## config.mk

```make
export PLATFORM = sky130hd
export DESIGN_NAME = u8gw_decode
export DESIGN_NICKNAME = d
export VERILOG_FILES = /design/src/u8gw_pkg.sv /design/src/u8gw_decode.sv
export SDC_FILE = /design/constraint.sdc
export NUM_CORES = 1
export LEC_CHECK = 0
export ABC_CLOCK_PERIOD_IN_PS = 2650
export BUFFER_PORTS_ARGS = -buffer_cell sky130_fd_sc_hd__buf_2
export CAP_MARGIN = 25
export CELL_PAD_IN_SITES_DETAIL_PLACEMENT = 1
export CELL_PAD_IN_SITES_GLOBAL_PLACEMENT = 1
export CORE_ASPECT_RATIO = 0.6
export CORE_MARGIN = 1.5
export CORE_UTILIZATION = 29
export DETAILED_ROUTE_END_ITERATION = 10
export PLACE_DENSITY = 0.93
export SLEW_MARGIN = 20
export SYNTH_ARGS = -nofsm -noshare
export SYNTH_HDL_FRONTEND = slang
export SYNTH_SLANG_ARGS = --single-unit
```

## constraint.sdc

```tcl
create_clock -name vclk -period 2.65
set_clock_uncertainty 0.05 [all_clocks]
set_input_delay 0.1325 -clock vclk [all_inputs]
set_output_delay 0.1325 -clock vclk [all_outputs]
set_load 0.01 [all_outputs]
```

## src/u8gw_pkg.sv

```systemverilog
package u8gw_pkg;

   localparam int TABLE_DEPTH_DEF = 1024;

   localparam int CODE_W   = 16;
   localparam int WIDTH_W  = 8;
   localparam int INDEX_W  = 10;
   localparam int COUNT_W  = 11;
   localparam int SCREEN_W = 12;
   localparam int TOTAL_W  = 16;
   localparam int BYTE_W   = 8;
   localparam int ENTRY_W  = CODE_W + WIDTH_W;

   localparam int CSR_ADDR_W = 4;
   localparam int CSR_DATA_W = 16;

   localparam logic [CSR_ADDR_W-1:0] REG_GLYPH_COUNT  = 4'd0;
   localparam logic [CSR_ADDR_W-1:0] REG_SCREEN_WIDTH = 4'd1;

   localparam logic [SCREEN_W-1:0] SCREEN_RESET = 12'd256;

   localparam logic OP_WRITE = 1'b0;
   localparam logic OP_TEXT  = 1'b1;

   typedef struct packed {
      logic [1:0]        cnt;
      logic [CODE_W-1:0] code0;
      logic [CODE_W-1:0] code1;
      logic [CODE_W-1:0] pend;
      logic [1:0]        expect_cnt;
   } dec_type;

endpackage

```

## src/u8gw_decode.sv

```systemverilog
module u8gw_decode (
   input  logic [u8gw_pkg::BYTE_W-1:0]  text_byte,
   input  logic                         string_end,
   input  logic [u8gw_pkg::CODE_W-1:0]  pend,
   input  logic [1:0]                   expect_cnt,
   output u8gw_pkg::dec_type            dec
);

   always_comb begin
      logic [1:0]                  be_dec;
      logic [u8gw_pkg::CODE_W-1:0] merged;

      dec = '0;
      be_dec = expect_cnt - 2'd1;
      merged = pend;

      if (expect_cnt != 2'd0 && text_byte[7:6] == 2'b10) begin
         case (be_dec)
            2'd0:    merged = pend | {10'b0, text_byte[5:0]};
            2'd1:    merged = pend | {4'b0, text_byte[5:0], 6'b0};
            2'd2:    merged = pend | {text_byte[3:0], 12'b0};
            default: merged = pend;
         endcase
         if (be_dec == 2'd0) begin
            dec.code0 = merged;
            dec.cnt = 2'd1;
         end else begin
            dec.pend = merged;
            dec.expect_cnt = be_dec;
         end
      end else begin
         if (expect_cnt != 2'd0) begin
            dec.code0 = pend;
            dec.cnt = 2'd1;
         end
         if (text_byte[7] == 1'b0) begin
            if (dec.cnt == 2'd0) begin
               dec.code0 = {8'b0, text_byte};
            end else begin
               dec.code1 = {8'b0, text_byte};
            end
            dec.cnt = dec.cnt + 2'd1;
         end else if (text_byte[7:5] == 3'b110) begin
            dec.pend = {5'b0, text_byte[4:0], 6'b0};
            dec.expect_cnt = 2'd1;
         end else if (text_byte[7:4] == 4'b1110) begin
            dec.pend = {text_byte[3:0], 12'b0};
            dec.expect_cnt = 2'd2;
         end else if (text_byte[7:3] == 5'b11110) begin
            dec.pend = '0;
            dec.expect_cnt = 2'd3;
         end
      end

      if (string_end) begin
         if (dec.expect_cnt != 2'd0) begin
            if (dec.cnt == 2'd0) begin
               dec.code0 = dec.pend;
            end else begin
               dec.code1 = dec.pend;
            end
            dec.cnt = dec.cnt + 2'd1;
         end
         dec.pend = '0;
         dec.expect_cnt = 2'd0;
      end
   end

endmodule

```

==> results of run 1 <==
[what timing repair did]
| item | CTS | global route |
|---|---|---|
| pin swaps | 0 | 1 |
| resized for setup | 2 | 3 |
| setup buffers | 2 | 2 |
| setup endpoints to repair | 8 | 11 |
[cell usage in the layout, fill, tap and decap left out, types with 2 or more instances in the layout]
cell type / n
a22o_1: 8
and2_1: 9
o31ai_1: 6
a22o_2: 5
a211oi_1: 2
a31oi_1: 2
nor3_1: 2
and3_1: 2
ha_1: 6
a32oi_1: 4
inv_1: 6
o31a_1: 2
o21a_1: 3
nor2_1: 24
buf_2: 79
a21oi_1: 11
buf_4: 18
o211ai_1: 4
nand2_1: 14
o21ai_0: 10
or2_2: 7
nor2b_1: 10
a21o_1: 4
or2_0: 2
o22ai_1: 2
[per-stage QoR]
step,instances,util,setup WS [ns]
6_report,312,0.4594,0.07332
5_1_grt,312,0.4594,-0.01708
4_1_cts,310,0.4537,0.04296
3_5_place_dp,308,0.4465,-0.1441
3_3_place_gp,308,0.4465,0.05480
2_1_floorplan,175,-,0.2470
[path summary, 6_finish.rpt]
check	start	end	slack (ns)	cells past startpoint
min	pend[4]	dec[6]	0.54	3
max	expect_cnt[1]	dec[35]	0.07	12
[layer usage]
layer  GRT usage  vias to the layer above  wire length, µm
met5           0                        -                0
met4     0.07258                        0               53
met3     0.02677                        6              495
met2      0.4528                       85             2756
met1      0.3173                      847             2513
li1            -                      830                -
[tightest hold or removal path, cell delays in order]
cell,delay [ns]
buf_2,0.10
and2_1,0.11
buf_2,0.12
[power by group]
group          switching (mW)  internal, mW
logic                   0.190         0.145
clock network               0             0
registers                   0             0
[cells by family after synthesis]
group | Yosys count | share of synthesized area
compound gates | 70 | 0.4441
xor+xnor | 1 | 0.007385
fa+ha+maj | 8 | 0.08439
buf+inv | 14 | 0.06857
mux | 3 | 0.03586
simple gates | 79 | 0.3597
[final cells by class]
| cell class | count | area [µm²] |
|---|---|---|
| Fill cell | 520 | 2047 |
| Multi-Input combinational cell | 161 | 1124 |
| Timing Repair Buffer | 97 | 530.5 |
| Tap cell | 47 | 58.81 |
| Inverter | 7 | 26.28 |
==> run_results.csv, run 1 <==
group,metric,value,unit
finish,drive_above_1_share,0.4528,
hold_path,hold_class,"input pin to primary output",
logic_synthesis,syn_area_per_cell,6.778,µm²
place,place_area,1690,µm²
place,dpl.hpwl,4.603,mm
logic_synthesis,synth.area.top_cells,"ha_1 (8.4%), nor2_1 (7.6%), a22o_1 (5.9%), nor2b_1 (5.3%), and2_1 (4.7%)",
timing,hold_slack,0.5413,ns
timing,finalSetupViolCount,0,
logic_synthesis,postSynthCellCount,175,
finish,num-nets-final,302,
logic_synthesis,ys_seq_area_frac,0,
logic_synthesis,synth_nets,210,
finish,design_area,1739,µm²
setup_path,crit_required,2.47,ns
power,leakagePower,0.9048,nW
place,gp_congestion,0.8912,
timing,worstMarginPinSlew,0.5803,ns
detailed_routing,finalWirelength,5.818,mm
die,dieArea,4496,µm²
die,start_util,0.3133,
global_route,grt_max_degree,17,
timing,drv_slew,0,
detailed_routing,route.detailed.drc,7,
detailed_routing,drt_iter0_markers,79,
run_status,outcome,"finished, violations left",
setup_path,crit_chain,"buf_2, inv_2, ha_4, inv_1, ha_1, mux2i_2, ha_2, nand2_1, a31o_4, mux2i_4, a22o_2, buf_2",
logic_synthesis,synth.most_common_cell,"nor2_1",
global_route,grt_usage,0.2500,
setup_path,end_kind,"primary output",
detailed_routing,detail-route-antenna-nets,0,
timing,fin_setup_tns,0,ns
setup_path,critical_path.startpoint_type,"input pin",
timing,timing.fmax,0.3881,GHz
finish,antenna_cells,0,
timing,hold_viol,0,
global_route,grt-ovfl-total,0,
global_route,grt_pass1_wl,9.018,mm
timing,slew_headroom,0.6098,
power,vdd_drop_max,84.14,µV
run_status,violations,"DRC",
timing,period_needed,2.577,ns
timing,fin_crit_sh,0.9723,
setup_path,cpMostUsedCell,"buf_2",
logic_synthesis,synth_area_leader_cell,"ha_1",
logic_synthesis,yosys-top-cells-count,"nor2_1 (24), nand2_1 (14), a21oi_1 (11), nor2b_1 (10), o21ai_0 (10)",
job,cap_viol_max_count,0,
setup_path,crit_slowest_cell,"a22o_2",
finish,seq_cells,0,
logic_synthesis,synthesis.area,1186,µm²
place,portBuffers,79,
detailed_routing,wl_per_cell,18.65,µm
setup_path,cpLargestDelayFamily,"adder cells",
finish,register_area,0,µm²
die,die_w,85.57,µm
setup_path,crit_arrival,2.39,ns
global_route,antenna_found_initial,0,
setup_path,path_class,"input pin to primary output",
power,powerDensity,192.3,nW/µm²
detailed_routing,drt-vias-per-instance,5.667,
logic_synthesis,synth_cell_types,46,
logic_synthesis,synth_top_cell_area_share,0.08439,
setup_path,max_stage_delay,0.31,ns
detailed_routing,dr.pass1.iters,7,
finish,area_growth,46.62,%
die,die_y,52.54,µm
finish,nClkBuffers,0,
setup_path,worstPathMaxFanout,8,
die,core,3786,µm²
die,io_pins,79,
clocking,ctsHoldBuffers,0,
detailed_routing,vias,1768,
global_route,grt_pass1_vias,1854,
power,p_total,0.3345,mW
setup_path,critical_path_buf_inv_count,4,
die,row_count,17,
logic_synthesis,yosys_warnings,0,
No activity file was read; power rests on OpenSTA's default activity.
==> run 2: changes to the inputs <==
--- a/config.mk
+++ b/config.mk
@@ -6,14 +6,14 @@
 export NUM_CORES = 1
 export LEC_CHECK = 0
 export ABC_CLOCK_PERIOD_IN_PS = 2650
-export BUFFER_PORTS_ARGS = -buffer_cell sky130_fd_sc_hd__buf_2
 export CAP_MARGIN = 25
 export CELL_PAD_IN_SITES_DETAIL_PLACEMENT = 1
 export CELL_PAD_IN_SITES_GLOBAL_PLACEMENT = 1
 export CORE_ASPECT_RATIO = 0.6
 export CORE_MARGIN = 1.5
-export CORE_UTILIZATION = 29
+export CORE_UTILIZATION = 45
 export DETAILED_ROUTE_END_ITERATION = 10
+export DONT_BUFFER_PORTS = 1
 export PLACE_DENSITY = 0.93
 export SLEW_MARGIN = 20
 export SYNTH_ARGS = -nofsm -noshare
==> run 2 against run 1 <==
Against the previous run:
- the run now ends clean
- count of clock-buffer cells in the layout unchanged
- wire length down 11%
- via count shrank 11%
- flip-flop and latch count is the same
- maximum frequency is 1.4% higher
- utilization grew 4.9 points
- hold slack worse by 0.28 ns
- critical path type unchanged
==> run_results.csv, run 2 (synthesis results as in run 1) <==
group,metric,value,unit
run_status,outcome,"finished clean",
setup_path,end_kind,"primary output",
detailed_routing,dr.pass1.iters,5,
timing,worstMarginPinSlew,0.6127,ns
power,clkPwrFrac,0,
die,start_util,0.4735,
die,row_count,14,
finish,drive_above_1_share,0.1778,
die,die_y,42.77,µm
detailed_routing,vias,1568,
finish,antenna_cells,0,
detailed_routing,route.detailed.drc,0,
setup_path,crit_required,2.47,ns
die,die_w,69.28,µm
detailed_routing,finalWirelength,5.179,mm
finish,area_growth,7.384,%
finish,register_area,0,µm²
global_route,antenna_found_initial,0,
finish,fin_cells,212,
setup_path,cpLargestDelayFamily,"adder cells",
finish,nClkBuffers,0,
global_route,grt-ovfl-total,0,
clocking,post_cts_buffers,0,
setup_path,crit_slowest_cell,"a22o_2",
job,cap_viol_max_count,0,
die,io_pins,79,
power,p_sw,0.1450,mW
place,gp_congestion,1.107,
power,p_sw_frac,0.6050,
timing,finalSetupViolCount,0,
place,place_area,1261,µm²
finish,final_common_cell,"nor2_1",
power,p_int,0.09472,mW
finish,fin_util,0.5085,
global_route,grt_max_degree,17,
setup_path,crit_chain,"inv_1, ha_4, inv_1, ha_1, mux2i_1, ha_1, nand2_1, a31o_4, mux2i_4, a22o_2",
timing,fin_setup_tns,0,ns
die,core,2505,µm²
power,power_frac_seq,0,
timing,drv_slew,0,
power,powerDensity,188.2,nW/µm²
setup_path,max_stage_delay,0.33,ns
hold_path,hold_class,"input pin to primary output",
finish,num-nets-final,217,
place,dpl.hpwl,4.072,mm
setup_path,crit_arrival,2.36,ns
power,vdd_drop_max,77.75,µV
detailed_routing,drt_iter0_markers,122,
finish,fill_cells,339,
setup_path,critical_path_buf_inv_count,2,
finish,layout_common_cells,"nor2_1 (24), nand2_1 (14), buf_4 (12)",
global_route,grt_usage,0.3321,
global_route,grt_pass1_wl,7.948,mm
timing,period_needed,2.540,ns
finish,design_area,1274,µm²
setup_path,path_class,"input pin to primary output",
power,leakagePower,0.5080,nW
timing,hold_viol,0,
finish,seq_cells,0,
timing,rsz0062_at_grt,"false",
detailed_routing,detail-route-antenna-nets,0,
detailed_routing,drt-vias-per-instance,7.396,
timing,fin_crit_sh,0.9586,
power,comb_power_share,1.000,
place,dpl.cell_count,212,
place,portBuffers,0,
detailed_routing,wl_per_cell,24.43,µm
setup_path,worstPathMaxFanout,13,
timing,timing.fmax,0.3937,GHz
timing,slew_headroom,0.5881,
global_route,grt_pass1_vias,1534,
setup_path,critical_path.startpoint_type,"input pin",
die,dieArea,2963,µm²
==> run 2: cell count changes in the layout (fill, tap and decap cells not counted), sizes merged <==
cell  previous run  this run
buf             97        12
==> run 2: metal layers <==
metal / vias up / track usage / wire (µm)
met5: - / 0 / 0
met2: 131 / 0.5712 / 2351
met1: 753 / 0.4310 / 2144
met4: 0 / 0.09412 / 125
li1: 667 / - / -
met3: 17 / 0.05701 / 558
==> run 2: power groups by stage <==
stage                     Combinational [mW]  Sequential (mW)  Clock [mW]
final                                  0.240                0           0
after global routing                   0.256                0           0
after CTS                              0.233                0           0
after detailed placement               0.232                0           0
after global placement                 0.217                0           0
after floorplan                        0.181                0           0
==> run 2: area by class of cell <==
class,instances,area [µm²],area share
well taps,32,40.04,0.03143
inverters,7,26.28,0.02063
multi-input cells,161,1117,0.8772
repair buffers,12,90.09,0.07073
==> run 2: final timing paths <==
kind	from	to	slack, ns	cells after the start
setup / recovery	expect_cnt[0]	dec[35]	0.11	10
hold / removal	string_end	dec[16]	0.26	1
==> run 2: repair_timing <==
item	CTS	global route
hold endpoints to repair	0	0
hold buffers	0	0
setup endpoints to repair	0	8
gates resized for setup	0	2
==> run 2: through the flow <==
stage,power [mW],hold WS (ns),worst slack (ns)
after floorplan,0.1810,0.2614,0.2470
after global placement,0.2165,0.2678,0.2303
after detailed placement,0.2319,0.2651,0.01197
after CTS,0.2330,0.2658,0.0004121
after global routing,0.2557,0.2653,0.006003
final,0.2398,0.2647,0.1098
==> run 3: changes to the inputs <==
--- a/config.mk
+++ b/config.mk
@@ -7,14 +7,12 @@
 export LEC_CHECK = 0
 export ABC_CLOCK_PERIOD_IN_PS = 2650
 export CAP_MARGIN = 25
-export CELL_PAD_IN_SITES_DETAIL_PLACEMENT = 1
-export CELL_PAD_IN_SITES_GLOBAL_PLACEMENT = 1
 export CORE_ASPECT_RATIO = 0.6
 export CORE_MARGIN = 1.5
 export CORE_UTILIZATION = 45
 export DETAILED_ROUTE_END_ITERATION = 10
 export DONT_BUFFER_PORTS = 1
-export PLACE_DENSITY = 0.93
+export PLACE_DENSITY = 0.68
 export SLEW_MARGIN = 20
 export SYNTH_ARGS = -nofsm -noshare
 export SYNTH_HDL_FRONTEND = slang
==> run 3 against run 2 <==
Against the previous run:
- via count shrank 9.4%
- combinational power is 7% lower
- first-iteration DRC count down 11%
- cell area fell by 1.4%
- final cell count decreased by 0.47%
- utilization decreased by 0.70 points
- critical endpoint unchanged
==> run_results.csv, run 3 (synthesis results as in run 1) <==
group,metric,value,unit
finish,antenna_cells,0,
finish,drive_above_1_share,0.1732,
timing,finalSetupViolCount,0,
setup_path,worstPathMaxFanout,13,
timing,timing.fmax,0.3983,GHz
die,dieArea,2963,µm²
setup_path,crit_chain,"inv_1, ha_2, inv_1, ha_1, mux2i_1, ha_1, nand2_1, a31o_4, mux2i_4, a22o_2",
finish,fin_util,0.5015,
clocking,post_cts_buffers,0,
detailed_routing,route.detailed.drc,0,
die,row_count,14,
die,core,2505,µm²
place,dpl.hpwl,3.230,mm
power,leakagePower,0.5020,nW
finish,fill_cells,255,
power,powerDensity,178.3,nW/µm²
detailed_routing,drt-vias-per-instance,6.735,
finish,layout_common_cells,"nor2_1 (24), nand2_1 (14), a21oi_1 (11), buf_4 (11)",
global_route,grt_max_degree,17,
setup_path,cpLargestDelayFamily,"adder cells",
detailed_routing,detail-route-antenna-nets,0,
hold_path,hold_class,"input pin to primary output",
detailed_routing,finalWirelength,4.069,mm
timing,worst_slack,0.1392,ns
setup_path,cp-startpoint,"expect_cnt[0]",
detailed_routing,wl_per_cell,19.28,µm
place,place_ws,0.1182,ns
timing,fin_crit_sh,0.9475,
die,io_pins,79,
job,cap_viol_max_count,0,
detailed_routing,drt_iter0_markers,108,
clocking,cts.repair.resized,0,
finish,num-nets-final,216,
place,portBuffers,0,
timing,slew_headroom,0.5853,
hold_path,hold_start,"string_end",
timing,period_needed,2.511,ns
finish,area_growth,5.907,%
setup_path,critical_path.startpoint_type,"input pin",
detailed_routing,dr.pass1.iters,4,
timing,hold_slack,0.2637,ns
setup_path,crit_required,2.47,ns
global_route,antenna_found_initial,0,
power,p_total,0.2240,mW
setup_path,end_kind,"primary output",
timing,drv_slew,0,
global_route,grt-ovfl-total,0,
finish,final_common_cell,"nor2_1",
die,start_util,0.4735,
clocking,ctsHoldBuffers,0,
timing,hold_viol,0,
setup_path,critical_path_buf_inv_count,2,
die,die_y,42.77,µm
timing,rsz0062_at_grt,"false",
die,die_w,69.28,µm
finish,multiInputGateArea,1107,µm²
setup_path,path_class,"input pin to primary output",
global_route,grt_usage,0.2587,
finish,register_area,0,µm²
place,gp_congestion,0.9610,
global_route,grt_pass1_vias,1257,
timing,worstMarginPinSlew,0.6168,ns
timing,fin_setup_tns,0,ns
setup_path,max_stage_delay,0.32,ns
setup_path,crit_slowest_cell,"a22o_2",
detailed_routing,vias,1421,
power,vdd_drop_max,70.16,µV
finish,nClkBuffers,0,
setup_path,crit_arrival,2.33,ns
global_route,grt_pass1_wl,6.341,mm
finish,seq_cells,0,
run_status,outcome,"finished clean",
==> run 3: routing by layer <==
metal / vias to the layer above / routed length (µm) / part of all wire / global-route usage
met3: 0 / 574 / 0.14 / 0.04988
met4: 0 / 0 / 0 / 0.003922
met1: 668 / 1689 / 0.42 / 0.3690
met2: 92 / 1805 / 0.44 / 0.4288
met5: - / 0 / 0 / 0
li1: 661 / - / - / -
==> run 3: area by class of cell <==
| class | instances | area share |
|---|---|---|
| multi-input combinational | 161 | 0.8815 |
| timing repair buffer | 11 | 0.06574 |
| tap | 32 | 0.03187 |
| inverter | 7 | 0.02092 |
==> run 3: per-stage QoR <==
stage | cells | cell area [µm²]
global route | 211 | 1256
detailed placement | 211 | 1254
finish | 211 | 1256
floorplan | 175 | 1186
global placement | 211 | 1254
CTS | 211 | 1254
==> run 3: worst paths after layout <==
check,endpoint,slack [ns],cells past startpoint
min,dec[14],0.26,1
max,dec[35],0.14,10
==> run 3: where the power goes <==
part / internal (mW) / switching, mW
Sequential: 0 / 0
Combinational: 0.0921 / 0.132
Clock: 0 / 0
